===== config.mk =====
export PLATFORM = sky130hd
export DESIGN_NAME = murmur_style_word_hash_core
export DESIGN_NICKNAME = d
export VERILOG_FILES = /design/src/rtl/mwh_pkg.sv /design/src/rtl/mwh_mac.sv /design/src/rtl/mwh_seq.sv /design/src/rtl/murmur_style_word_hash_core.sv
export SDC_FILE = /design/constraint.sdc
export NUM_CORES = 2
export LEC_CHECK = 0
export ABC_AREA = 0
export BUFFER_PORTS_ARGS = -buffer_cell sky130_fd_sc_hd__buf_4
export CORE_ASPECT_RATIO = 0.5
export CORE_UTILIZATION = 25
export CTS_BUF_LIST = sky130_fd_sc_hd__clkbuf_16
export CTS_CLUSTER_DIAMETER = 120
export DETAILED_ROUTE_END_ITERATION = 10
export GPL_ROUTABILITY_DRIVEN = 0
export SLEW_MARGIN = 10
export SYNTH_ARGS = -nofsm -noshare
export SYNTH_HDL_FRONTEND = slang
export SYNTH_HIERARCHICAL = 1
export SYNTH_SLANG_ARGS = --single-unit

===== constraint.sdc =====
create_clock -name clk -period 19.3 [get_ports clk]
set_input_delay 5.79 -clock clk [delete_from_list [all_inputs] [get_ports clk]]
set_output_delay 5.79 -clock clk [all_outputs]
set_load 0.02 [all_outputs]

===== src/rtl/mwh_pkg.sv =====
// Constants, select codes and control struct shared by the word hash core.
package mwh_pkg;

	localparam logic [63:0] SEED_VALUE = 64'hBAADF00DDEADBEEF;
	localparam logic [31:0] MUL_A      = 32'hDED15DED;
	localparam logic [31:0] MUL_B      = 32'hCADAB8A9;
	localparam logic [31:0] MUL_C      = 32'h112C13AB;
	localparam logic [63:0] ADD_D      = 64'h0314159265358979;
	localparam int          ROT_FIRST  = 31;
	localparam int          ROT_SECOND = 15;

	localparam logic [1:0] OPS_HOLD = 2'd0;
	localparam logic [1:0] OPS_ROT1 = 2'd1;
	localparam logic [1:0] OPS_ROT2 = 2'd2;

	localparam logic [1:0] CS_A = 2'd0;
	localparam logic [1:0] CS_B = 2'd1;
	localparam logic [1:0] CS_C = 2'd2;

	typedef struct packed {
		logic       load_in;
		logic       mul_lo;
		logic       mul_hi;
		logic       finish;
		logic       reseed;
		logic [1:0] opsel;
		logic [1:0] csel;
	} ctrl_t;

endpackage


===== src/rtl/mwh_mac.sv =====
// Shared 32x32 multiply-accumulate datapath with operand, accumulator and running value.
module mwh_mac (
	input  logic               clk,
	input  logic               arst_n,
	input  mwh_pkg::ctrl_t     ctrl,
	input  logic [63:0]        data_word,
	output logic [63:0]        fin_sum
);
	import mwh_pkg::*;

	logic [63:0] op_q;
	logic [63:0] acc_q;
	logic [63:0] run_q;
	logic [63:0] opnd;
	logic [63:0] mixed;
	logic [31:0] mop;
	logic [31:0] cval;
	logic [63:0] prod;

	assign mixed = acc_q ^ run_q;

	always_comb begin
		unique case (ctrl.opsel)
			OPS_HOLD: opnd = op_q;
			OPS_ROT1: opnd = {acc_q[63-ROT_FIRST:0], acc_q[63:64-ROT_FIRST]};
			OPS_ROT2: opnd = {mixed[63-ROT_SECOND:0], mixed[63:64-ROT_SECOND]};
			default:  opnd = op_q;
		endcase
	end

	always_comb begin
		unique case (ctrl.csel)
			CS_A:    cval = MUL_A;
			CS_B:    cval = MUL_B;
			CS_C:    cval = MUL_C;
			default: cval = MUL_A;
		endcase
	end

	assign mop     = ctrl.mul_lo ? opnd[31:0] : op_q[63:32];
	assign prod    = {32'd0, mop} * {32'd0, cval};
	assign fin_sum = acc_q + ADD_D;

	always_ff @(posedge clk) begin
		if (ctrl.load_in) begin
			op_q <= data_word;
		end else if (ctrl.mul_lo) begin
			op_q <= opnd;
		end
		if (ctrl.mul_lo) begin
			acc_q <= prod;
		end else if (ctrl.mul_hi) begin
			acc_q[63:32] <= acc_q[63:32] + prod[31:0];
		end
	end

	always_ff @(posedge clk or negedge arst_n) begin
		if (!arst_n) begin
			run_q <= SEED_VALUE;
		end else if (ctrl.finish) begin
			run_q <= ctrl.reseed ? SEED_VALUE : fin_sum;
		end
	end

endmodule


===== src/rtl/mwh_seq.sv =====
// Sequencer that steps the shared multiplier through the three mixing multiplies of a word.
module mwh_seq (
	input  logic           clk,
	input  logic           arst_n,
	input  logic           in_valid,
	input  logic           last_word,
	input  logic           out_busy,
	output logic           in_stall,
	output logic           out_load,
	output mwh_pkg::ctrl_t ctrl
);
	import mwh_pkg::*;

	localparam logic [2:0] ST_IDLE = 3'd0;
	localparam logic [2:0] ST_A_LO = 3'd1;
	localparam logic [2:0] ST_A_HI = 3'd2;
	localparam logic [2:0] ST_B_LO = 3'd3;
	localparam logic [2:0] ST_B_HI = 3'd4;
	localparam logic [2:0] ST_C_LO = 3'd5;
	localparam logic [2:0] ST_C_HI = 3'd6;
	localparam logic [2:0] ST_FIN  = 3'd7;

	logic [2:0] state_q;
	logic [2:0] state_d;
	logic       last_q;
	logic       accept;

	assign in_stall = (state_q != ST_IDLE);
	assign accept   = in_valid && !in_stall;

	always_comb begin
		ctrl     = '0;
		out_load = 1'b0;
		state_d  = state_q;
		unique case (state_q)
			ST_IDLE: begin
				ctrl.load_in = accept;
				if (accept) state_d = ST_A_LO;
			end
			ST_A_LO: begin
				ctrl.mul_lo = 1'b1;
				ctrl.opsel  = OPS_HOLD;
				ctrl.csel   = CS_A;
				state_d     = ST_A_HI;
			end
			ST_A_HI: begin
				ctrl.mul_hi = 1'b1;
				ctrl.csel   = CS_A;
				state_d     = ST_B_LO;
			end
			ST_B_LO: begin
				ctrl.mul_lo = 1'b1;
				ctrl.opsel  = OPS_ROT1;
				ctrl.csel   = CS_B;
				state_d     = ST_B_HI;
			end
			ST_B_HI: begin
				ctrl.mul_hi = 1'b1;
				ctrl.csel   = CS_B;
				state_d     = ST_C_LO;
			end
			ST_C_LO: begin
				ctrl.mul_lo = 1'b1;
				ctrl.opsel  = OPS_ROT2;
				ctrl.csel   = CS_C;
				state_d     = ST_C_HI;
			end
			ST_C_HI: begin
				ctrl.mul_hi = 1'b1;
				ctrl.csel   = CS_C;
				state_d     = ST_FIN;
			end
			ST_FIN: begin
				if (!last_q || !out_busy) begin
					ctrl.finish = 1'b1;
					ctrl.reseed = last_q;
					out_load    = last_q;
					state_d     = ST_IDLE;
				end
			end
			default: state_d = ST_IDLE;
		endcase
	end

	always_ff @(posedge clk or negedge arst_n) begin
		if (!arst_n) begin
			state_q <= ST_IDLE;
			last_q  <= 1'b0;
		end else begin
			state_q <= state_d;
			if (accept) last_q <= last_word;
		end
	end

endmodule


===== src/rtl/murmur_style_word_hash_core.sv =====
// Top level of the streaming 64-bit word hash core.
// Each 64-bit word is folded into a running value that starts at the seed
// 0xBAADF00DDEADBEEF; on a word marked last the finished hash is sent as one
// transaction on the output channel and the seed is reloaded. A word is
// accepted, then makes six passes through a single shared 32x32
// multiplier (each of the three 64-bit by 32-bit multiplies takes a low
// and a high pass) and gets one final add before the core takes the next
// word. A finished hash waits in an output register; the last word of
// the next message holds in its final cycle while that register is still
// stalled.
module murmur_style_word_hash_core (
	input  logic        clk,
	input  logic        arst_n,
	input  logic        in_valid,
	output logic        in_stall,
	input  logic [63:0] data_word,
	input  logic        last_word,
	output logic        out_valid,
	input  logic        out_stall,
	output logic [63:0] hash_value
);
	import mwh_pkg::*;

	ctrl_t       ctrl;
	logic [63:0] fin_sum;
	logic        out_load;
	logic        out_busy;
	logic        out_valid_q;
	logic [63:0] hash_q;

	assign out_busy   = out_valid_q && out_stall;
	assign out_valid  = out_valid_q;
	assign hash_value = hash_q;

	mwh_seq u_seq (
		.clk       (clk),
		.arst_n    (arst_n),
		.in_valid  (in_valid),
		.last_word (last_word),
		.out_busy  (out_busy),
		.in_stall  (in_stall),
		.out_load  (out_load),
		.ctrl      (ctrl)
	);

	mwh_mac u_mac (
		.clk       (clk),
		.arst_n    (arst_n),
		.ctrl      (ctrl),
		.data_word (data_word),
		.fin_sum   (fin_sum)
	);

	always_ff @(posedge clk or negedge arst_n) begin
		if (!arst_n) begin
			out_valid_q <= 1'b0;
		end else if (out_load) begin
			out_valid_q <= 1'b1;
		end else if (!out_stall) begin
			out_valid_q <= 1'b0;
		end
	end

	always_ff @(posedge clk) begin
		if (out_load) hash_q <= fin_sum;
	end

endmodule


==> metrics.txt <==
fin crit period=about 13 ns; yosys warns=6; Placement Setup Slack=between 6 and 7 ns; Crit-path slowest cell=o311ai_0; initial antenna violation count=3; critical path's largest stage delay=around 1.0 ns; Synth area leaders=fa_1 (37%), edfxtp_1 (13%), ha_1 (10%); status=finished clean; syn nets=5496; drt wl/cell=20.7 um; CTS buffer count=26; met1 GRT Util=roughly 22%; via density per instance=4.63; IO Port Bufs=between 100 and 150; Final Cycle Share=between 60% and 70%; Commonest cells post-synth=inv_1 (1196), fa_1 (800), ha_1 (359); Synth Flop Type=edfxtp_1; Setup crit start kind=flop; number of global-route vias before repair=approximately 31k; EDFF count, synth=approximately 190; global routing met2 resource utilization=approximately 25%; worst setup slack after layout=6.24 ns; RSZ-0062 raised after global routing=false; worst min-delay path class=flop to flop; core area=0.169 mm^2; Final setup viols=0; Hold-fix buffers, CTS=0; post_cts resized=0; Critical Path End Type=flop; fraction of layout cells with a size suffix above 1=7.98%; max-cap viol count=0; antenna viol nets, final=0; count of cell types in the netlist=90; Max Freq=between 0.07 and 0.08 GHz; final setup TNS=0 ns; sequential share of the synthesized area=17.6%; starting density of the core=between 20% and 30%; vias=30.7k; CP most frequent cell=inv_1; synthesized flop and latch total=~260; Min Hold Slack=0.503 ns; Mean Syn Cell Area=10.0 um^2; filler instances=between 15k and 20k; post-DP HPWL=118000 um; Rel. slew slack=13.9%; drt pass-1 iters=6; floorplan row count=around 110; clock sinks=around 260; Yosys top cell area share=a little under two fifths; ys async rst share=between 20% and 30%; Worst-Skew Late Latency=0.59 ns; pin count of the biggest net entering global routing=66; Arr. time, crit path=approximately 13 ns; CP Max Fanout=35; first-pass GRT wire length=206000 um; Worst EP required=between 15 and 20 ns; CP Class=flop to flop; Die Ht=between 200 and 300 um; # H-tree levels=1; GR peak layer=met2; Synth area leader=fa_1; Root Buffer=clkbuf_16; number of I/O pins=about 140; post-synth design cell area=between 0.04 and 0.05 mm^2; CTS tree=yes; drt drc=0; Max clock buf depth=3; Final Max Slew Viols=0; clock transition at the registers of the reported paths=roughly 0.06 ns; Hold Violations, Final=0; top-count cell post-synth=inv_1; M3 GR Usage=under 10%; total grt overflow=0; Die Width=587 um; area grow syn2layout=10.3%; clock skew=about 0.046 ns; First DRT Iteration DRCs=between 3k and 4k; Post-CTS Setup Repair Bufs=0; Worst Tran Pin Value=between 1 and 1.5 ns; cell count after synthesis=roughly 4.3k; final WL=roughly 140000 um; GRT Util Overall=15.8%; Die ar.=between 0.15 and 0.2 mm^2; # nets final=around 5.6k
cell usage in the layout, fill, tap and decap left out, types with 28 or more instances in the layout:
cell type	synthesis	routed
inv_1	1196	1204
fa_1	800	800
ha_1	359	356
nand2_1	226	225
edfxtp_1	192	192
buf_4	6	167
a21oi_1	154	153
nor2_1	144	144
xor2_1	114	114
o21ai_0	111	111
xnor2_1	78	78
nand2b_1	57	57
dfstp_2	41	41
mux2_2	40	40
nand3_1	40	40
o22a_1	36	36
a22oi_1	35	35
a21o_1	34	34
a221oi_1	34	34
mux2i_1	33	33
or2_2	29	29
dfrtp_1	28	28
through the flow:
step	instances	util, %	cell area [um^2]
after floorplan	4268	-	42800
after global placement	6571	27.5	46400
after detailed placement	6571	27.5	46400
after CTS	6619	28.0	47200
after global routing	6621	28.0	47200
final	6621	28.0	47200
registers in the layout, indices dropped and copies added, names as in the netlist:
register and flops:
hash_value 64, out_valid 1, u_mac/acc_q 64, u_mac/op_q 64, u_mac/run_q 64, u_seq/last_q 1
u_seq/state_q 3
metal layers:
metal  up-vias  routed length, um
li1      13500                  -
met1     15500              58200
met2      1449              60700
met3       206              13500
met4         0               4500
met5         -                  0
kinds of logic (layout without fill, tap and decap cells):
| kind of cell | after synthesis | in the layout | share of synthesized area (%) |
|---|---|---|---|
| simple gates | 633 | 633 | 7.15 |
| mux | 74 | 74 | 1.85 |
| xor+xnor | 193 | 193 | 3.98 |
| other cells | 0 | 2 | 0 |
| fa+ha+maj | 1159 | 1159 | 47.9 |
| compound gates | 618 | 618 | 9.80 |
| buf+inv | 1330 | 1413 | 11.7 |
| flops | 261 | 261 | 17.6 |
final cells by class:
| cell class | instances | area (um^2) | area share, % |
|---|---|---|---|
| Sequential cell | 261 | 7540 | 16.0 |
| Inverter | 1198 | 4500 | 9.52 |
| Timing Repair Buffer | 167 | 1250 | 2.65 |
| Antenna cell | 2 | 5.00 | 0.0106 |
| Tap cell | 2268 | 2840 | 6.01 |
| Multi-Input combinational cell | 2677 | 30300 | 64.1 |
| Clock inverter | 21 | 140 | 0.297 |
| Clock buffer | 27 | 676 | 1.43 |
final timing paths:
| check | start | cells after the start | endpoint | slack (ns) |
|---|---|---|---|---|
| max in group asynchronous | arst_n | 2 | u_seq/last_q | 13.08 |
| worst max register to register | u_seq/state_q[0] | 44 | u_mac/acc_q[61] | 6.24 |
| worst max-delay path | u_seq/state_q[0] | 44 | u_mac/acc_q[61] | 6.24 |
| worst min register to register | out_valid | 1 | out_valid | 0.50 |
| worst min-delay path | out_valid | 1 | out_valid | 0.50 |
| min in group asynchronous | arst_n | 1 | u_mac/run_q[54] | 5.05 |
critical path: cells and delay by family, from the launching register on:
kind	cells	cell delay, ns
fa+ha+maj	11	4.64
compound gates	16	4.50
mux	1	0.48
flops	1	0.61
buf+inv	10	1.37
simple gates	5	0.96
xor+xnor	1	0.21
Power is not shown: default switching activity piles up to over one toggle a cycle in this logic, so the estimate is an artifact.
